### config.mk
export PLATFORM = sky130hd
export DESIGN_NAME = mf3_sort
export DESIGN_NICKNAME = d
export VERILOG_FILES = /design/src/design/mf3_pkg.sv /design/src/design/mf3_sort.sv
export SDC_FILE = /design/constraint.sdc
export NUM_CORES = 1
export LEC_CHECK = 0
export BUFFER_PORTS_ARGS = -buffer_cell sky130_fd_sc_hd__buf_2
export CAP_MARGIN = 10
export CORE_ASPECT_RATIO = 1.25
export CORE_MARGIN = 10
export CORE_UTILIZATION = 45
export DETAILED_ROUTE_END_ITERATION = 12
export GPL_ROUTABILITY_DRIVEN = 0
export PLACE_DENSITY = 0.68
export SLEW_MARGIN = 20
export SYNTH_ARGS = -nofsm -noshare
export SYNTH_HDL_FRONTEND = slang
export SYNTH_SLANG_ARGS = --single-unit
### constraint.sdc
create_clock -name i_clk -period 22 [get_ports i_clk]
set_clock_uncertainty 0.2 [all_clocks]
set_input_delay 4.4 -clock i_clk [delete_from_list [all_inputs] [get_ports i_clk]]
set_output_delay 4.4 -clock i_clk [all_outputs]
set_load 0.01 [all_outputs]
### src/design/mf3_pkg.sv
package mf3_pkg;

    // Defaults for the top-level parameters
    localparam int MAX_WIDTH_DEF  = 512;
    localparam int PIXEL_BITS_DEF = 8;

    // Configuration registers
    localparam int CFG_BITS   = 10;
    localparam int ROW_BITS   = CFG_BITS + 1;
    localparam int WIDTH_RST  = 512;
    localparam int HEIGHT_RST = 512;

    typedef enum logic [0:0] {
        REG_WIDTH  = 1'b0,
        REG_HEIGHT = 1'b1
    } t_cfg_reg;

    // Window geometry
    localparam int WIN_SIZE = 9;
    localparam int MED_IDX  = 4;

    // Queue between the window builder and the sorter
    localparam int QUEUE_DEPTH = 4;
    localparam int QPTR_BITS   = $clog2(QUEUE_DEPTH);
    localparam int QCNT_BITS   = $clog2(QUEUE_DEPTH + 1);

    typedef struct packed {
        logic                 empty;
        logic [QCNT_BITS-1:0] count;
    } t_q_status;

    // Median-of-nine compare-exchange network, 19 pairs. After a pair the
    // PAIR_LO position holds the smaller value. Pairs in a stage run in order.
    localparam int NUM_PAIRS       = 19;
    localparam int NUM_SORT_STAGES = 5;
    localparam int PAIR_LO [NUM_PAIRS] = '{1, 4, 7, 0, 3, 6,
                                           1, 4, 7, 0, 5, 4,
                                           3, 1, 2, 4,
                                           4, 6,
                                           4};
    localparam int PAIR_HI [NUM_PAIRS] = '{2, 5, 8, 1, 4, 7,
                                           2, 5, 8, 3, 8, 7,
                                           6, 4, 5, 7,
                                           2, 4,
                                           2};
    // First pair of each pipeline stage, plus the end marker
    localparam int STAGE_FIRST [NUM_SORT_STAGES+1] = '{0, 6, 12, 16, 18, 19};

endpackage

### src/design/mf3_sort.sv
module mf3_sort
    import mf3_pkg::*;
#(
    parameter int PIXEL_BITS = PIXEL_BITS_DEF
) (
    input  logic                         i_clk,
    input  logic                         i_rst_n,
    // window queue
    input  t_q_status                    i_q_status,
    input  logic [WIN_SIZE*PIXEL_BITS:0] i_q_data,
    output logic                         o_q_pop,
    // results
    output logic                         o_empty,
    input  logic                         i_pop,
    output logic [PIXEL_BITS-1:0]        o_median,
    output logic                         o_frame_end
);

    localparam int WIN_BITS = WIN_SIZE * PIXEL_BITS;
    localparam int NS       = NUM_SORT_STAGES;

    typedef logic [WIN_SIZE-1:0][PIXEL_BITS-1:0] t_win;

    // Apply the compare-exchange pairs [first, stop) in order
    function automatic t_win sort_span(input t_win w, input int first, input int stop);
        t_win                  v;
        logic [PIXEL_BITS-1:0] lo;
        logic [PIXEL_BITS-1:0] hi;
        v = w;
        for (int k = 0; k < NUM_PAIRS; k++) begin
            if (k >= first && k < stop) begin
                lo = v[PAIR_LO[k]];
                hi = v[PAIR_HI[k]];
                if (lo > hi) begin
                    v[PAIR_LO[k]] = hi;
                    v[PAIR_HI[k]] = lo;
                end
            end
        end
        return v;
    endfunction

    logic [NS-1:0] r_valid;
    logic          r_last [NS];
    t_win          r_win  [NS];
    logic [NS-1:0] stage_rdy;
    logic [NS-1:0] stage_vin;
    logic          stage_lin [NS];
    t_win          stage_in  [NS];
    t_win          stage_out [NS];

    // Stall chain: a stage loads when it is free or its content moves on
    always_comb begin
        stage_rdy[NS-1] = !r_valid[NS-1] || i_pop;
        for (int s = NS - 2; s >= 0; s--) begin
            stage_rdy[s] = !r_valid[s] || stage_rdy[s + 1];
        end
    end

    // Stage inputs and compare-exchange logic
    always_comb begin
        stage_vin[0] = !i_q_status.empty;
        stage_lin[0] = i_q_data[WIN_BITS];
        stage_in[0]  = i_q_data[WIN_BITS-1:0];
        for (int s = 1; s < NS; s++) begin
            stage_vin[s] = r_valid[s - 1];
            stage_lin[s] = r_last[s - 1];
            stage_in[s]  = r_win[s - 1];
        end
        for (int s = 0; s < NS; s++) begin
            stage_out[s] = sort_span(stage_in[s], STAGE_FIRST[s], STAGE_FIRST[s + 1]);
        end
    end

    // Stage valid bits
    always_ff @(posedge i_clk) begin
        if (!i_rst_n) begin
            r_valid <= '0;
        end else begin
            for (int s = 0; s < NS; s++) begin
                if (stage_rdy[s]) begin
                    r_valid[s] <= stage_vin[s];
                end
            end
        end
    end

    // Stage payload
    always_ff @(posedge i_clk) begin
        for (int s = 0; s < NS; s++) begin
            if (stage_rdy[s] && stage_vin[s]) begin
                r_win[s]  <= stage_out[s];
                r_last[s] <= stage_lin[s];
            end
        end
    end

    assign o_q_pop     = stage_rdy[0] && !i_q_status.empty;
    assign o_empty     = !r_valid[NS-1];
    assign o_median    = r_win[NS-1][MED_IDX];
    assign o_frame_end = r_last[NS-1];

endmodule

# Word level (Yosys, flattened, before mapping)
# Memories as Yosys holds them, arrays and structs flattened.
# Cells that the tools add are included.
[classes] addsub=0 multipliers=0 n_div=0 magnitude_cmp=19 eq_ne=0 shift=0 mux=39 bitwise=0 n_reduce_logical=16
[ops] op="$mux 8" count=20
[ops] op="$gt 8x8->1" count=19
[ops] op="$mux 16" count=9
[ops] op="$mux 1" count=10
[ops] op="$logic_not 1->1" count=6
[ops] op="$logic_and 1x1->1" count=5
[ops] op="$logic_or 1x1->1" count=5
[word_totals] reg_bits=5 latch_bits=0 mem_bits_rw=365 rom_bits=0 input_bits=80 out_inout_bits=11 wordCells=81 n_memories=2
[mem_list] name="r_win" words=5 word_bits=72 read_ports=5 rd_ports_with_merged_regs=0 write_ports=5 line="mf3_sort.sv:45" text="t_win r_win [NS];"
[mem_list] name="r_last" words=5 word_bits=1 read_ports=5 rd_ports_with_merged_regs=0 write_ports=5 line="mf3_sort.sv:44" text="logic r_last [NS];"

# Longest topological paths before layout
[depth] depth_word=9 ltp_mapped=17 depth_no_buf=15

# Least setup slack after synthesis
# No wires, ideal clock.
[synth_timing] path_type="input-to-output" startpoint="input i_pop" endpoint="output o_q_pop" arrival_time_ns=8.561 setup_slack_ns=8.839 stages=4 n_path_buf=0 cell_sequence="nor2_1 -> and2_1 -> and3_1 -> a21oi_1"
[synth_between] elab_chain_cells=6
[synth_lines] element="from (decl)" line="mf3_sort.sv:14" text="input logic i_pop,"
[synth_lines] element="$logic_or 1x1->1" line="mf3_sort.sv:54" text="stage_rdy[NS-1] = !r_valid[NS-1] || i_pop;"
[synth_lines] element="$logic_or 1x1->1 (4 in a row)" line="mf3_sort.sv:56" text="stage_rdy[s] = !r_valid[s] || stage_rdy[s + 1];"
[synth_lines] element="$logic_and 1x1->1" line="mf3_sort.sv:98" text="assign o_q_pop = stage_rdy[0] && !i_q_status.empty;"
[synth_lines] element="to (decl)" line="mf3_sort.sv:11" text="output logic o_q_pop,"
# Every way passes these cells.

# Final worst setup path
# Same ends and word-level chain as after synthesis.

==> metrics.cfg <==
[detailed_routing]
drt_first_iter_violations=271
drt_first_pass_iters=7
routedWlPerCell_um=16.01
wl_mm=23.54
vias_per_cell=5.261
ant_nets=0
vias=7734
drc=0

[synthesis]
yosysSeqAreaShare_pct=45.58
synth_area_um2=12150
ys_warn_count=0
syn-num-nets=1256
syn_inst=1024
yosys.area.top_type=edfxtp_1
synth_seq_cells=186
synth_cell_types=44
synth_flop_cell=edfxtp_1
netlist.area_leader.share_pct=44.75
synth_enable_flop_cells=181
syn_area_per_cell_um2=11.86
synthArstFlopShare_pct=0
netlist_top_cells_area=edfxtp_1 (45%), ha_1 (16%), mux2_2 (9.6%)

[setup_path]
cp.arrival_ns=5.91
cp.required_ns=17.40
worstSetupPathType=in -> out
start_kind=primary input
cp_max_fo=15
cp-end-kind=output port

[grt]
grt_max_degree=61
grt_pass1_vias=7979
grt_overflow=0
antenna_found_initial=0
track_usage_pct=13.99
grt_pass1_wl_mm=38.78

[pwr]
ir_worst_vdd_v=0.00006036
p_per_area_nw_per_um2=88.81
p_leak_nw=5.896

[floorplanning]
initial_utilization_pct=45.42
die_y_um=203.7
rows=67
die_area_um2=34000
die_w_um=166.9
num_io_pins=91
coreArea_um2=26740

[clock_tree]
cts_sinks=186
cts_resized=0
htreeDepth=4
clkLatencyLatePin_ns=0.43
clkTransAtPathRegs_ns=0.07
ctsHoldBuffers=0
cts_setup_buffers=0
clockBufferDepth=2
cts_tree=done
cts_root_buffer=clkbuf_16
numCtsBuffers=17

[timing]
setup_viol=0
fin_crit_sh_pct=47.77
slew_headroom_pct=33.36
hold_viol=0
slew_viol_final=0
fmax_mhz=95.16
worst_pin_slew_ns=0.9937
finalSetupTns_ns=0
fin_crit_ns=10.51
whs_ns=0.2193
rsz0062_at_grt=no

[final_layout]
drive_gt1_share_pct=22.49
area_delta_synth_final_pct=10.69
fillerInstances=2351
diodes=0
final_nets=1344

[worst_hold_path]
hold_path.class=reg -> reg

[place]
hpwl_mm=19.01
port_buffers=87

[flow_run]
cap_violations=0

[status]
outcome=completed

[metal layers]
layer	vias to the layer above	routed length [um]	track usage, %
met5	-	0	0
met4	0	447	4.680
met3	24	611	2.311
met2	124	12530	26.29
met1	3644	9944	15.57
li1	3942	-	-
[kinds of logic after synthesis]
family | count (synthesis) | synth area share, %
fa+ha+maj | 152 | 15.66
mux | 200 | 17.55
buf+inv | 161 | 5.697
flops | 186 | 45.58
simple gates | 154 | 6.181
compound gates | 171 | 9.333
[state kept, by name, summed over array words and instances (netlist names)]
signal / flops
r_valid: 5
r_win: 176
r_last: 5
[cell usage after synthesis, types with 4 or more instances]
master / instances
a21oi_1: 86
buf_2: 7
a211oi_1: 8
o22ai_1: 6
nand4_1: 31
nor2b_1: 16
ha_1: 152
edfxtp_1: 181
o211ai_1: 6
inv_1: 138
o31ai_4: 4
dfxtp_1: 5
nor2_1: 64
nand2_1: 24
o21ai_0: 22
mux2_2: 104
nand3_1: 6
buf_4: 13
mux2i_1: 96
o21a_1: 10
o21ai_2: 7
o21bai_1: 5
[report_power, final]
part / internal (mW) / switching [mW] / leakage, nW / total [mW]
Sequential: 0.461 / 0.0279 / 1.76 / 0.489
Clock: 0.155 / 0.128 / 0.255 / 0.283
Combinational: 0.197 / 0.226 / 3.88 / 0.423
[stage by stage]
step           instances  area, um2  total power, mW  util (%)  setup WS (ns)
3_5_place_dp        1438      12900           0.9210     48.23          11.43
4_1_cts             1470      13440            1.207     50.27          11.43
6_report            1470      13440            1.194     50.27          11.49
3_3_place_gp        1438      12900           0.9075     48.23          11.47
5_1_grt             1470      13440            1.279     50.27          11.35
2_1_floorplan       1024      12150           0.8281         -          8.839
[worst paths after layout]
check,from,to,slack (ns),cells after the start
worst max-delay path,i_pop,o_q_pop,11.49,6
worst min-delay path,r_last[0][2]$_DFFE_PP_,r_last[0][3]$_DFFE_PP_,0.22,0
worst max register to register,r_win[0][37]$_DFFE_PP_,r_win[0][105]$_DFFE_PP_,17.28,12
worst min register to register,r_last[0][2]$_DFFE_PP_,r_last[0][3]$_DFFE_PP_,0.22,0
[layout by cell type (no fill, tap or decap), types with 2 or more instances in the layout]
master,n
o31ai_4,4
inv_6,2
edfxtp_1,181
ha_1,152
o31a_1,3
a211oi_1,8
mux2i_1,96
inv_1,138
mux2_2,104
nand4_1,31
o22ai_1,6
clkbuf_16,18
nand2_1,24
nor2b_4,2
nor2_1,64
clkinv_2,2
o22ai_4,2
o21ai_1,3
nand3_1,6
o21bai_1,5
clkinvlp_4,4
nor2_2,3
o21a_1,10
nor2b_1,15
o21ai_0,22
buf_2,87
o21ai_2,7
a21oi_1,85
nand2b_1,3
clkbuf_1,4
o211ai_1,6
buf_4,5
dfxtp_1,5
[critical path, stage by stage]
cell     delay, ns
buf_2         0.07
nor2_1        0.04
and2_1        0.21
and3_1        0.29
a21oi_4       0.62
buf_2         0.26
[area by class of cell]
cell class	count	area [um2]	share of cell area [%]
multi-input combinational	677	5941	44.19
sequential	186	5535	41.17
clock inverter	9	66.31	0.4933
clock buffer	23	479.2	3.564
inverter	138	518.0	3.853
tap	345	431.7	3.211
timing repair buffer	92	473.0	3.518
(Power assumes the default switching activity.)
