<file path="config.mk">
export PLATFORM = sky130hd
export DESIGN_NAME = mf3_queue
export DESIGN_NICKNAME = d
export VERILOG_FILES = /design/src/design/mf3_pkg.sv /design/src/design/mf3_queue.sv
export SDC_FILE = /design/constraint.sdc
export NUM_CORES = 1
export LEC_CHECK = 0
export ABC_CLOCK_PERIOD_IN_PS = 4400
export BUFFER_PORTS_ARGS = -buffer_cell sky130_fd_sc_hd__buf_2
export CAP_MARGIN = 30
export CORE_ASPECT_RATIO = 2
export CORE_MARGIN = 2
export CORE_UTILIZATION = 50
export DETAILED_ROUTE_END_ITERATION = 8
export GPL_TIMING_DRIVEN = 0
export PLACE_DENSITY = 0.82
export SETUP_SLACK_MARGIN = 0.4
export SLEW_MARGIN = 30
export SYNTH_ARGS = -nofsm -noshare
export SYNTH_HDL_FRONTEND = slang
export SYNTH_SLANG_ARGS = --single-unit
</file>
<file path="constraint.sdc">
create_clock -name i_clk -period 4.4 [get_ports i_clk]
set_clock_uncertainty 0.2 [all_clocks]
set_input_delay 0.44 -clock i_clk [delete_from_list [all_inputs] [get_ports i_clk]]
set_output_delay 0.44 -clock i_clk [all_outputs]
set_load 0.02 [all_outputs]
</file>
<file path="src/design/mf3_pkg.sv">
package mf3_pkg;

    // Defaults for the top-level parameters
    localparam int MAX_WIDTH_DEF  = 512;
    localparam int PIXEL_BITS_DEF = 8;

    // Configuration registers
    localparam int CFG_BITS   = 10;
    localparam int ROW_BITS   = CFG_BITS + 1;
    localparam int WIDTH_RST  = 512;
    localparam int HEIGHT_RST = 512;

    typedef enum logic [0:0] {
        REG_WIDTH  = 1'b0,
        REG_HEIGHT = 1'b1
    } t_cfg_reg;

    // Window geometry
    localparam int WIN_SIZE = 9;
    localparam int MED_IDX  = 4;

    // Queue between the window builder and the sorter
    localparam int QUEUE_DEPTH = 4;
    localparam int QPTR_BITS   = $clog2(QUEUE_DEPTH);
    localparam int QCNT_BITS   = $clog2(QUEUE_DEPTH + 1);

    typedef struct packed {
        logic                 empty;
        logic [QCNT_BITS-1:0] count;
    } t_q_status;

    // Median-of-nine compare-exchange network, 19 pairs. After a pair the
    // PAIR_LO position holds the smaller value. Pairs in a stage run in order.
    localparam int NUM_PAIRS       = 19;
    localparam int NUM_SORT_STAGES = 5;
    localparam int PAIR_LO [NUM_PAIRS] = '{1, 4, 7, 0, 3, 6,
                                           1, 4, 7, 0, 5, 4,
                                           3, 1, 2, 4,
                                           4, 6,
                                           4};
    localparam int PAIR_HI [NUM_PAIRS] = '{2, 5, 8, 1, 4, 7,
                                           2, 5, 8, 3, 8, 7,
                                           6, 4, 5, 7,
                                           2, 4,
                                           2};
    // First pair of each pipeline stage, plus the end marker
    localparam int STAGE_FIRST [NUM_SORT_STAGES+1] = '{0, 6, 12, 16, 18, 19};

endpackage

</file>
<file path="src/design/mf3_queue.sv">
module mf3_queue
    import mf3_pkg::*;
#(
    parameter int WIDTH = WIN_SIZE * PIXEL_BITS_DEF + 1
) (
    input  logic             i_clk,
    input  logic             i_rst_n,
    input  logic             i_push,
    input  logic [WIDTH-1:0] i_data,
    input  logic             i_pop,
    output logic [WIDTH-1:0] o_data,
    output t_q_status        o_status
);

    logic [WIDTH-1:0]     r_store [QUEUE_DEPTH];
    logic [QPTR_BITS-1:0] r_wr_ptr;
    logic [QPTR_BITS-1:0] r_rd_ptr;
    logic [QCNT_BITS-1:0] r_count;

    // Pointers and fill level
    always_ff @(posedge i_clk) begin
        if (!i_rst_n) begin
            r_wr_ptr <= '0;
            r_rd_ptr <= '0;
            r_count  <= '0;
        end else begin
            if (i_push) begin
                r_wr_ptr <= r_wr_ptr + QPTR_BITS'(1);
            end
            if (i_pop) begin
                r_rd_ptr <= r_rd_ptr + QPTR_BITS'(1);
            end
            if (i_push && !i_pop) begin
                r_count <= r_count + QCNT_BITS'(1);
            end else if (!i_push && i_pop) begin
                r_count <= r_count - QCNT_BITS'(1);
            end
        end
    end

    // Storage
    always_ff @(posedge i_clk) begin
        if (i_push) begin
            r_store[r_wr_ptr] <= i_data;
        end
    end

    assign o_data         = r_store[r_rd_ptr];
    assign o_status.empty = (r_count == '0);
    assign o_status.count = r_count;

endmodule

</file>
### Yosys cells after proc, flatten, opt, wreduce, memory -nomap -nowiden

Memories as Yosys holds them, arrays and structs flattened. A register that Yosys moved wholly into a read port is not among the register bits.
Index checks and enable logic that the tools add are counted.

* mux-type cells: 6
* $add $sub $neg: 4
* reductions and logical operators: 6

Operators by type and width (number)
* two-way mux 3 bit: 2
* adder 2 x 1 -> 2 bit, second input constant: 2
* two-way mux 2 bit: 2
* adder 3 x 1 -> 3 bit, second input constant: 1
* logical NOT 3 bit: 1
* subtractor 3 x 1 -> 3 bit, second input constant: 1
* logical AND 1 bit: 2
* logical NOT 1 bit: 2
* two-way mux 1 bit: 2
* nonzero test 2 bit: 1

* logic and storage cells: 20
* memories kept: 1
* bits in writable memories: 292
* bits in registers: 7

Memories
* r_store: words 4, bits a word 73, rd ports 1, clocked after memory_dff 1, wr ports 1, RTL line mf3_queue.sv:15 `logic [WIDTH-1:0] r_store [QUEUE_DEPTH];`

### Longest topological paths before layout

Gate-level depths: netlist (run 1).

* depth in word-level cells: 4
* mapped depth: 7
* gate-level depth less buffers: 7

### Worst setup path before layout (run 1)

No wires, ideal clock.

* path kind: register to register
* start: reg r_wr_ptr[0]
* end: mem r_store[0][0] (netlist name), enable pin
* setup slack: 1.513 ns
* path buffers: 0
* cell stages (with the launch flop): 4
* data arrival time: 2.248 ns
* path through: dfxtp_1 > inv_1 > ha_1 > and2_1

RTL lines
* from (decl): RTL line mf3_queue.sv:16 `logic [QPTR_BITS-1:0] r_wr_ptr;`
* from (signal assigned): RTL line mf3_queue.sv:28 `r_wr_ptr <= r_wr_ptr + QPTR_BITS'(1);`
* to (decl): RTL line mf3_queue.sv:15

No word-level cell before the write port.

==> results, run 1 <==
- The multi-input logic area is 1901 µm².
- From bottom edge to top edge, the die measures 214.2 µm.
- Across the run, the number of max-cap violations was 0.
- The cell type contributing the most total cell area after synthesis is edfxtp_1.
- The critical path contains buffers and inverters numbering 3 combined.
- The final-report hold violation count was 0.
- The clock network burns 33.9% of the power.
- Once the floorplan was initialized, standard cells occupied 50.51% of the core.
- The count of cell instances traversed by the critical path is 4.
- The cell chosen for the clock root is clkbuf_16.
- The flow ran to the end, and the final reports show no timing, DRC or antenna violations.
- The layout-stage area growth over the synthesis result is 25.01%.
- The leading register cell type out of synthesis is edfxtp_1.
- The largest single stage delay on the critical path is 0.37 ns.
- The number of setup violations in the final report is 0.
- Clock tree synthesis found a total of 301 sinks.
- The net count of the finished layout is 765.
- Buffers inserted during clock tree synthesis total 25.
- The type of destination of the critical path is a primary output.
- The register share of total power is 53.5%.
- The static leakage is 0.004749 µW.
- The critical path goes through clkbuf_2, buf_2, mux4_2, buf_2.
- In the global route stage, overall resource usage came out at 17.97%.
- The most common cell in the synthesized netlist is edfxtp_1.
- The highest clock frequency the design can meet is 377.0 MHz.
- The final global-route overflow total is 0.
- The number of global-route vias before repair is 5746.
- The total number of vias is 5263.
- The final-report max-slew violation count is 0.
- The number of buffers inserted by port buffering is 153.
- The number of standard-cell rows in the floorplan is 77.
- The count of nets left with antenna violations once routing finished came out at 0.
- The count of routing violations after the opening detailed-route iteration is 289.
- The largest driver fanout on the critical path is 10.
- After synthesis, the most frequently instantiated cells are edfxtp_1 (292), mux4_2 (72), and2_1 (9), dfxtp_1 (9).
- The combinational fraction of design power is 12.7%.
- The hold-critical path depth is 2.
- The placeable core region is 21870 µm².
- The number of standard cells after synthesis is 423.
- Counting flops and latches in the post-synthesis netlist gives 301.
- In the final timing run, aggregate negative setup slack is 0 ns.
- The net load switching power is 1450 µW.
- In the final layout, the share of cells above drive strength 1 is 41.37%.
- The final weighted congestion in routability-driven placement is 0.6757.
- The number of warnings printed during yosys synthesis is 0.
- The die covers 23370 µm².
- Setup repair after global routing left no endpoint under its margin.
- Power spread over the standard cell area amounts to 450.3 nW/µm².
- For the finished layout, the period the worst path requires is 2.653 ns.
- In the synthesized netlist the async set-or-reset flop fraction comes to 0%.
- The floorplan step set the die width to 109.1 µm.
- The cell class contributing the biggest share of worst-path delay is buffers and inverters.
- The CTS tree is done.
- The worst-case register-to-register setup slack is 2.40 ns.
- The sequential share of the synthesized area is 81.01%.
- The first global-routing pass estimated 31660 µm of wire.
- The finished cells cover 13810 µm².
- The mapped netlist covers 11050 µm².
- The final routed DRC violation total is 0.
- The internal power is 4767 µW.
- The worst setup path is launched from a flip-flop.
- The clock insertion delay at the later pin of the skew report is 0.52 ns.
- After layout, the worst path uses 60.29% of the clock period.
- For this design the top-level I/O count stands at 154.
- The number of antenna violations at the first check in global routing came to 0.
- After detailed routing, the average wire length per cell comes to 20.96 µm.
- The required time of the critical path is 3.76 ns.
- After synthesis, the netlist uses 21 different library cells.
- After synthesis, the mean cell area works out to 26.11 µm².
- The H-tree depth is 1.
- Entering global routing, the biggest net connects 39 pins.
- Data arrives at the worst endpoint at 2.01 ns.
- The origin of the worst min-delay path is i_rst_n.
- The layout has 1432 filler cells.
- The antenna diode count is 0.
- The detailed-router iteration count before antenna repair is 4.
- The cell that appears most often on the critical path is buf_2.
- Registers take 8949 µm².
- The remaining max-slew budget at the tightest pin is 60.91%.
- The critical path is of the flip-flop to primary output type.
- Once placement finished, the instance area stood at 12300 µm².
- In this run switching power makes up 23.32% of total power.
- The number of cells traversed by the worst register-to-register path is 4.
- After synthesis, the cell types taking the most area are edfxtp_1 (79%), mux4_2 (15%), dfxtp_1 (1.6%).
- Yosys mapped a number of flops with a built-in enable equal to 292.
- The maximum clock insertion buffer count is 3.
- The net count of the mapped netlist is 506.
- Across the VDD grid, the largest voltage drop is 0.4003 mV.
- Once detailed placement completed, the half-perimeter wirelength came to 12100 µm.
- The slew at the pin closest to its max-slew limit is 0.5864 ns.
- The vias per cell is 5.387.
- The path category of the worst min-delay check is input port to flip-flop.
- For this block, the routed nets add up to 20480 µm of wire.
- The slowest stage of the critical path belongs to the cell mux4_2.
- The area fraction of the dominant cell type after synthesis is 79.38%.
- The startpoint identified for the worst register-to-register timing path is r_wr_ptr[0].
- The clock transition at the registers of the reported paths is 0.07 ns.
kinds of logic (layout without fill, tap and decap cells):
logic type	Yosys count	count (layout)	share of synthesized area [%]
XOR/XNOR	5	5	0.3965
AO/OA/AOI/OAI	2	2	0.1133
adder cells (fa/ha/maj)	6	6	0.7476
flip-flops	301	301	81.01
multiplexers	75	75	15.10
AND/OR/NAND/NOR	14	14	0.7589
buffers and inverters	20	298	1.869
repair_timing:
action	CTS	global route
hold buffers	73	0
hold endpoints to repair	292	0
setup buffers	0	0
gates resized for setup	0	0
placed cells by master, fill, tap and decap left out:
cell type	count
xnor2_1	2
fa_1	1
clkbuf_2	1
nor2b_1	2
clkbuf_1	5
inv_6	3
and2_1	5
buf_2	160
ha_1	5
nor3_1	1
dfxtp_1	9
nand2_1	1
clkinv_1	2
and2_4	4
clkbuf_16	25
o21ai_0	1
bufinv_16	1
clkinvlp_4	1
clkinv_4	4
mux2i_1	2
dlygate4sd3_1	73
mux4_1	1
buf_6	1
a21boi_0	1
or3_1	1
mux4_2	72
buf_12	11
inv_1	4
xor2_1	3
buf_16	2
edfxtp_1	292
clkinv_2	5
through the flow:
stage / power, µW / util (%) / cells / hold WS [ns] / setup WS [ns]
3_5_place_dp: 4130 / 56.25 / 858 / 0.3306 / 2.212
6_report: 6218 / 63.14 / 977 / 0.04563 / 1.747
4_1_cts: 6277 / 63.14 / 977 / 0.001228 / 1.667
3_3_place_gp: 4102 / 55.59 / 852 / 0.2950 / 0.1023
5_1_grt: 6440 / 63.14 / 977 / 0.05129 / 1.625
2_1_floorplan: 3858 / - / 423 / 0.3276 / 1.513
layout make-up:
class | count | area share (%)
plain buffers | 16 | 1.386
clock buffers | 30 | 4.667
clock inverters | 16 | 0.9514
inverters | 4 | 0.1087
multi-input cells | 102 | 13.76
flip-flops and latches | 301 | 64.81
well taps | 276 | 2.501
repair buffers | 232 | 11.82
sequential cells by signal, indices dropped and copies added (netlist names), named ones only:
name / cells
r_rd_ptr: 2
r_count: 3
r_wr_ptr: 2
r_store: 292
final timing paths:
kind	end
setup / recovery	o_data[1]
hold / removal	r_count[0]
setup reg to reg	r_store[2][37]
hold reg to reg	r_count[2]
layer usage:
metal / track usage, % / up-vias / routed length, µm
met5: 0 / - / 0
met4: 4.786 / 0 / 439
met3: 3.830 / 29 / 1501
met2: 31.22 / 199 / 10560
met1: 22.67 / 2714 / 7983
li1: - / 2321 / -
power groups by stage:
stage | clock network, µW | logic, µW | registers [µW]
final | 2110 | 787 | 3330
after global routing | 2260 | 850 | 3330
after CTS | 2150 | 799 | 3330
after detailed placement | 0 | 742 | 3390
after global placement | 0 | 709 | 3390
after floorplan | 0 | 468 | 3390
No activity file was read; power rests on OpenSTA's default activity.
==> run 2, diff against run 1 <==
--- a/config.mk
+++ b/config.mk
@@ -5,7 +5,8 @@
 export SDC_FILE = /design/constraint.sdc
 export NUM_CORES = 1
 export LEC_CHECK = 0
-export ABC_CLOCK_PERIOD_IN_PS = 4400
+export ABC_AREA = 1
+export ABC_CLOCK_PERIOD_IN_PS = 2300
 export BUFFER_PORTS_ARGS = -buffer_cell sky130_fd_sc_hd__buf_2
 export CAP_MARGIN = 30
 export CORE_ASPECT_RATIO = 2
@@ -13,7 +14,7 @@
 export CORE_UTILIZATION = 50
 export DETAILED_ROUTE_END_ITERATION = 8
 export GPL_TIMING_DRIVEN = 0
-export PLACE_DENSITY = 0.82
+export PLACE_DENSITY = 0.85
 export SETUP_SLACK_MARGIN = 0.4
 export SLEW_MARGIN = 30
 export SYNTH_ARGS = -nofsm -noshare
==> constraint.sdc (replaced) <==
create_clock -name i_clk -period 2.3 [get_ports i_clk]
set_clock_uncertainty 0.2 [all_clocks]
set_input_delay 0.23 -clock i_clk [delete_from_list [all_inputs] [get_ports i_clk]]
set_output_delay 0.23 -clock i_clk [all_outputs]
set_load 0.02 [all_outputs]
==> run 2 against run 1 <==
  * The run now ends with setup timing left
  * Cell count grew 38%
  * Clock-buffer cell count fell by 3
  * Sequential power grew 91%
  * Sequential share of layout area is 11 points lower
  * Combinational power grew to 2.8 times the previous value
  * Largest cell class unchanged
  * Highest routed layer unchanged
==> results, run 2 <==
- The run finished, with violations left.
- The checks that failed: setup timing.
- The power per unit of standard cell area is 813.3 nW/µm².
- The remaining max-slew budget at the tightest pin is 72.79%.
- Summed over all layers, the routed wires come to 33940 µm.
- The worst path in the final design needs a cycle of 2.340 ns, including I/O delays and setup.
- STA classifies the critical path endpoint as a primary output.
- The share of synthesized area in the top cell type comes to 77.78%.
- The initial utilization of the core area, before any placement, comes to 50.88%.
- The final-report max-slew violation count is 0.
- The floorplan has 77 rows.
- The wire-length estimate of the detail-placed layout is 17450 µm.
- The H-tree depth is 1.
- Of the total synthesized cell area, the portion taken by full adders, half adders and majority gates is 0.7325%.
- Of all cell types, the one taking the most synthesized area is edfxtp_1.
- Ranked by instance count, the synthesized netlist is headed by edfxtp_1 (292), nor2_1 (151), o21ai_0 (85), o22ai_1 (73), o21ai_1 (67).
- The total number of vias is 8062.
- The number of antenna violations at the first check in global routing is 3.
- The count of nets left with antenna violations once routing finished came out at 0.
- For this run, asynchronously set or reset flops after synthesis account for 0%.
- In the routed layout, each cell is associated on average with a via count of 5.959.
- The layout-stage area growth over the synthesis result is 46.59%.
- The first global-routing pass estimated 46110 µm of wire.
- The largest driver fanout on the critical path is 10.
- The clock insertion delay at the later pin of the skew report is 0.54 ns.
- The y dimension of the die is 216.4 µm.
- The count of routing violations after the opening detailed-route iteration is 580.
- Summing the areas of all and, or, nand and nor instances in the mapped netlist gives 5.472% of the synthesized area.
- The worst vdd rail ir drop is 0.7798 mV.
- In this run, CTS created clock tree buffers numbering 25.
- The x dimension of the die is 110.2 µm.
- The top register by number of flip-flops is r_store.
- The largest individual stage delay along the critical path comes from the cell dfxtp_4.
- On the final layout, the worst hold slack is 0.2334 ns.
- Each instance of the synthesized netlist takes up on average 14.77 µm².
- Global routing finished with a remaining overflow of 0.
- In this run the register-to-register setup slack is 0.56 ns.
- The maximum clock insertion buffer count is 3.
- Counting buffers and inverters, the worst setup path is 5 cells deep.
- After synthesis, the cell types taking the most area are edfxtp_1 (78%), nor2_1 (5.0%), o22ai_1 (4.1%).
- The floorplan step defined a core boundary enclosing 22160 µm².
- The average wire per standard cell is 25.08 µm.
- The worst path uses 101.8% of the clock period.
- The count of different cell masters after synthesis is 21.
- The number of buffers and inverters on the critical path is 3.
- In the layout the commonest cells are edfxtp_1 (292), nor2_1 (96), buf_2 (82).
- The critical path start-end classification is flip-flop to primary output.
- The highest clock frequency the design can meet is 427.3 MHz.
- The required time of the critical path is 1.87 ns.
- In this run the cell area measured after placement is 12730 µm².
- The setup slack of the critical path after layout is -0.04045 ns.
- The number of maximum-capacitance constraint violations is 0.
- Setup repair after global routing could not meet its margin everywhere.
- The post-synthesis compound-gate area fraction is 10.98%.
- The most common cell in the synthesized netlist is edfxtp_1.
- The final-report hold violation count came to 0.
- The delay of the slowest cell on the worst path is 0.36 ns.
- The net count of the mapped netlist is 846.
- The number of standard cells after synthesis is 763.
- The congestion estimate from routability-driven global placement came to 0.7862.
- The number of enable flip-flop cells after synthesis is 292.
- The largest registers in the layout are r_store: 292 flops, r_count: 3 flops.
- The path category of the worst min-delay check is input port to flip-flop.
- The aggregate global-route resource usage is 26.38%.
- The summed area of non-filler cells in the final layout is 16530 µm².
- Leaving out fill and tap cells, the most frequent cell in the layout is edfxtp_1.
- The final routed DRC violation total is 0.
- The sequential share of the synthesized area is 79.38%.
- The number of global-route vias before repair was 8224.
- After synthesis, the largest family of logic cells by area is compound AO/OA/AOI/OAI gates.
- The slew at the pin closest to its max-slew limit is 0.4082 ns.
- The die outline area is 23840 µm².
- The number of ports placed on the die boundary is 154.
- The XOR/XNOR share of the synthesized area is 0%.
- Measured in cells, the most critical reg-to-reg path has a length of 6.
- The net count of the finished layout is 1139.
- In this design, the largest share of critical-path delay is due to buffers and inverters.
- Multiplexer cells account for 0% of the synthesized area.
- The count of buffers added on input and output ports is 153.
- The netlist area before placement is 11270 µm².
- The arrival time of data at the critical path endpoint is 1.91 ns.
- For this design the static power due to leakage is 0.005865 µW.
- The number of synthesized register bits is 301.
- The register with the most flip-flops in the layout has 292 of them.
- The share of final-layout standard cells stronger than drive strength 1 is 43.58%.
- The share of the core filled with cells in the final layout is 74.58%.
- The cell chosen for the clock root is clkbuf_16.
- Entering global routing, the biggest net connects 25 pins.
- The number of setup violations in the final report is 4.
- TritonCTS built the clock tree.
- Traced cell by cell, the critical path runs through buf_4, clkbuf_4, o21ai_0, o22ai_1, buf_4.
- The worst setup path is launched from a flip-flop.
- Before antenna repair, the detailed router went through 5 iterations.
- Clock-pin slew was measured on the worst setup and hold paths at 0.08 ns.
- The most common cell type on the critical path is buf_4.
- The leading register cell type out of synthesis is edfxtp_1.
- The worst hold path passes through 2 cells.
- The clock drives 301 sinks.
- Yosys printed 0 warnings.
[run 2: logic make-up (layout without fill, tap and decap cells)]
kind of cell | count (synthesis) | in the layout
flops | 301 | 301
other cells | 0 | 3
simple gates | 163 | 163
buf+inv | 64 | 375
compound gates | 229 | 229
fa+ha+maj | 6 | 6
[run 2: per-layer routing]
layer	global-route usage [%]	up-vias	wire [µm]
li1	-	3464	-
met1	27.84	4044	11010
met2	50.08	440	19380
met3	3.248	114	1922
met4	12.17	0	1624
met5	0	-	0
[run 2: worst reg2reg max path, stage by stage (launching register included)]
cell,delay [ns]
dfxtp_2,0.36
inv_2,0.07
ha_2,0.18
nand2_2,0.14
clkinvlp_4,0.15
buf_16,0.19
buf_16,0.18
[run 2: path summary, 6_finish.rpt]
kind	start	end
worst max-delay path	flip-flop	o_data[51]
worst min register to register	r_rd_ptr[1]	flip-flop
worst min-delay path	i_data[12]	r_store[1][12]
worst max register to register	r_wr_ptr[0]	r_store[2][62]
[run 2: final cells by class]
cell class	instances	area, µm²
buffer	47	609.3
inverter	17	96.34
antenna	3	7.507
clock buffer	27	633.1
fill	1166	5633
timing repair inverter	3	22.52
tap	276	345.3
multi-input combinational	398	3044
clock inverter	18	299.0
timing repair buffer	263	2512
sequential	301	8956
[run 2: repair_timing]
item,in CTS,in global routing
resized for setup,269,200
endpoints found under the setup margin,294,103
endpoints found under the hold margin,301,0
buffers inserted,15,0
gates cloned,6,4
hold buffers,76,0
pin swaps,37,20
[run 2: power breakdown]
group	internal, µW	switching (µW)	leakage [µW]
Sequential	6260	96.6	0.00276
Clock	2900	1960	0.000457
Combinational	972	1250	0.00265
Total	10100	3300	0.00587
[run 2: metrics by stage]
step / power (µW) / setup TNS, ns / worst slack, ns / instances
6_report: 13440 / -0.06145 / -0.04045 / 1353
5_1_grt: 13780 / -0.5302 / -0.1003 / 1353
4_1_cts: 13060 / -0.001527 / -0.0007845 / 1346
3_5_place_dp: 7842 / 0 / 0.03935 / 1204
3_3_place_gp: 7729 / -216.26 / -0.7671 / 1192
2_1_floorplan: 7223 / 0 / 0.04649 / 763
==> run 3, diff against run 2 <==
--- a/config.mk
+++ b/config.mk
@@ -6,7 +6,7 @@
 export NUM_CORES = 1
 export LEC_CHECK = 0
 export ABC_AREA = 1
-export ABC_CLOCK_PERIOD_IN_PS = 2300
+export ABC_CLOCK_PERIOD_IN_PS = 2500
 export BUFFER_PORTS_ARGS = -buffer_cell sky130_fd_sc_hd__buf_2
 export CAP_MARGIN = 30
 export CORE_ASPECT_RATIO = 2
@@ -14,7 +14,7 @@
 export CORE_UTILIZATION = 50
 export DETAILED_ROUTE_END_ITERATION = 8
 export GPL_TIMING_DRIVEN = 0
-export PLACE_DENSITY = 0.85
+export PLACE_DENSITY = 0.82
 export SETUP_SLACK_MARGIN = 0.4
 export SLEW_MARGIN = 30
 export SYNTH_ARGS = -nofsm -noshare
==> constraint.sdc (replaced) <==
create_clock -name i_clk -period 2.5 [get_ports i_clk]
set_clock_uncertainty 0.2 [all_clocks]
set_input_delay 0.25 -clock i_clk [delete_from_list [all_inputs] [get_ports i_clk]]
set_output_delay 0.25 -clock i_clk [all_outputs]
set_load 0.02 [all_outputs]
==> run 3 against run 2 <==
  * The flow now finishes without violations
  * Largest power group unchanged
  * Via count down 3.2%
  * Power down 10%
  * Highest routed layer unchanged
  * Die area unchanged
  * Worst setup slack better by 0.17 ns
  * Core utilization down 2.2 points
  * Sequential share of layout area up 1.6 points
  * Critical endpoint is now o_data[30]
  * Non-clock buffer count unchanged
  * Combinational power down 14%
==> results, run 3 (same netlist as run 2, synthesis figures left out) <==
- The clock network fraction of total power is 35.8%.
- Measured along the x axis, the die boundary spans 110.2 µm.
- The final period utilization is 94.72%.
- Net switching is 24.63% of the power.
- In this run the number of H-tree levels came out at 1.
- The register with the most flip-flops in the layout has 292 of them.
- At the worst endpoint, the arrival time is 1.92 ns.
- Timing would allow up to 422.3 MHz.
- The startpoint identified for the worst register-to-register timing path is r_wr_ptr[0].
- The number of placed instances with taps included is 1204.
- The largest single stage delay on the critical path is 0.36 ns.
- Fill cells in the final layout number 1284.
- The static leakage is 0.005765 µW.
- The area growth from synthesis to layout is 42.35%.
- Of all nets on the critical path, the largest fanout is 10.
- The net count of the finished layout is 1137.
- At the later pin of the worst-skew pair, clock insertion delay measures 0.54 ns.
- Leaving out fill and tap cells, the most frequent cell in the layout is edfxtp_1.
- The final routed wirelength across all metal layers is 31510 µm.
- The worst path in the final design needs a cycle of 2.368 ns, including I/O delays and setup.
- The first global-routing pass estimated 43550 µm of wire.
- The final-report hold violation count came to 0.
- For flop-to-flop paths, the worst setup slack is 0.50 ns.
- The path with the worst hold slack has its endpoint at r_store[2][9].
- The die is 216.4 µm tall.
- Setup repair after global routing could not meet its margin everywhere.
- The internal power is 9106 µW.
- The cell class contributing the biggest share of worst-path delay is compound AO/OA/AOI/OAI gates.
- The number of global-route vias before repair was 8116.
- The number of buffers and inverters on the critical path is 3.
- In the final layout, the registers with the most flip-flops are r_store: 292 flops, r_count: 3 flops.
- Once the floorplan was initialized, standard cells occupied 50.88% of the core.
- The placeable core region is 22160 µm².
- The critical path is of the flip-flop to primary output type.
- The maximum clock insertion buffer count is 3.
- Power spread over the standard cell area amounts to 752.9 nW/µm².
- In this run the clock root is driven by a clkbuf_16.
- The final-report max-slew violation count is 0.
- Detailed placement finished with a half-perimeter wire length of 17570 µm.
- During I/O placement, the number of pins put on the boundary was 154.
- The number of antenna violations at the first check in global routing is 2.
- The worst register-to-register path ends at r_store[3][19].
- The combinational fraction of design power is 15.9%.
- The net load switching power is 2976 µW.
- The origin of the worst min-delay path is i_data[9].
- TritonCTS built the clock tree.
- After global routing the overflow that remains totals 0.
- The number of buffers inserted by port buffering is 153.
- The worst setup path is launched from a flip-flop.
- The type of destination of the critical path is a primary output.
- In the final routed layout, each cell accounts on average for 23.31 µm.
- The detailed-router iteration count before antenna repair is 5.
- Leaving out fill and tap cells, the most frequent cells in the layout are edfxtp_1 (292), nor2_1 (121), buf_2 (84).
- The sequential cell area in the final layout is 8956 µm².
- The die covers 23840 µm².
- The instance area at placement is 12710 µm².
- The vias per cell is 5.771.
- IR analysis of the VDD net gives a maximum drop of 0.6784 mV.
- The required time of the critical path is 2.05 ns.
- The top register by number of flip-flops is r_store.
- The CTS sink count is 301.
- The critical path goes through buf_8, clkbuf_4, o21ai_0, o22ai_2, buf_6.
- Routability-driven placement finished with a final weighted congestion of 0.8041.
- The number of standard-cell rows in the floorplan is 77.
- The flow ran to the end, and the final reports show no timing, DRC or antenna violations.
- The path category of the worst min-delay check is input port to flip-flop.
- The total clock buffers created by CTS is 26.
- For this block, the via count after detailed routing is 7802.
- The number of cells traversed by the worst register-to-register path is 5.
- The final routed DRC violation total is 0.
- Global routing used 24.67% of the available tracks across all layers.
- For this design, the slowest cell found on the critical path is dfxtp_4.
- The summed area of non-filler cells in the final layout is 16050 µm².
- The clock transition at the registers of the reported paths is 0.06 ns.
- Once detail routing completed, the nets flagged for antenna violations numbered 0.
- The pin count of the biggest net entering global routing is 25.
- The number of maximum-capacitance constraint violations is 0.
- Sequential cells burn 48.3% of the power.
- The count of routing violations after the opening detailed-route iteration is 545.
- The number of setup violations in the final report is 0.
- In the final layout, the multi-input gates occupy 2701 µm².
- The share of final-layout standard cells stronger than drive strength 1 is 40.04%.
- At the pin with the least slew margin, the transition time is 0.4626 ns.
- The hold-critical path depth is 2.
- The number of standard cells in the layout, taps in and fillers out is 1352.
- The remaining max-slew budget at the tightest pin is 69.09%.
run 3: metrics by stage:
stage	TNS, ns	setup slack (ns)	power (µW)	hold WS, ns	util (%)
2_1_floorplan	0	0.2465	6645	0.1489	-
3_3_place_gp	-166.09	-0.6060	7118	0.2271	56.05
3_5_place_dp	0	0.4032	7216	0.2548	57.37
4_1_cts	0	0.1777	11770	0.2443	68.07
5_1_grt	0	0.06798	12400	0.2605	72.42
6_report	0	0.1319	12080	0.2614	72.42
run 3: area by class of cell:
class                   count  share of cell area (%)
repair buffers            263                   15.24
plain buffers              47                   3.610
clock inverters            18                   1.458
inverters                  17                  0.5847
diodes                      2                 0.03119
clock buffers              30                   4.280
flip-flops and latches    301                   55.81
multi-input cells         398                   16.83
well taps                 276                   2.152
run 3: worst reg2reg max path: stages (launching register included):
cell,delay [ns]
dfxtp_2,0.34
ha_1,0.21
nand2_2,0.09
clkinvlp_4,0.39
buf_12,0.34
buf_16,0.19
run 3: worst max path at each step:
stage                      startpoint        endpoint  slack, ns  depth (start not counted)
after detailed placement  r_wr_ptr[0]  r_store[2][70]       0.40                          6
final                       flip-flop      o_data[30]       0.13                          5
after global routing        flip-flop      o_data[30]       0.07                          5
after floorplan           r_wr_ptr[0]   r_store[0][0]       0.25                          4
after global placement    r_wr_ptr[0]  r_store[0][47]      -0.61                          4
after CTS                   flip-flop      o_data[64]       0.18                          7
run 3: power by group through the flow:
stage	logic (µW)	registers, µW	clock network, µW
final	1920	5840	4320
after global routing	2020	5850	4540
after CTS	1630	5820	4320
after detailed placement	1290	5920	0
after global placement	1190	5930	0
after floorplan	718	5930	0
run 3: timing repair:
item                                    4_1_cts  5_1_grt
endpoints found under the setup margin       73      129
buffers inserted                              2       11
hold endpoints to repair                    301        0
gates resized for setup                     175      205
pin swaps                                    26       24
gates cloned                                  4        5
hold buffers                                 76        0
run 3: layer usage:
metal  up-vias  routed length [µm]  track usage (%)
met5         -                   0                0
met4         0                1320            12.21
met3        84                1763            3.308
met2       375               17590            46.24
met1      3882               10840            26.06
li1       3461                   -                -
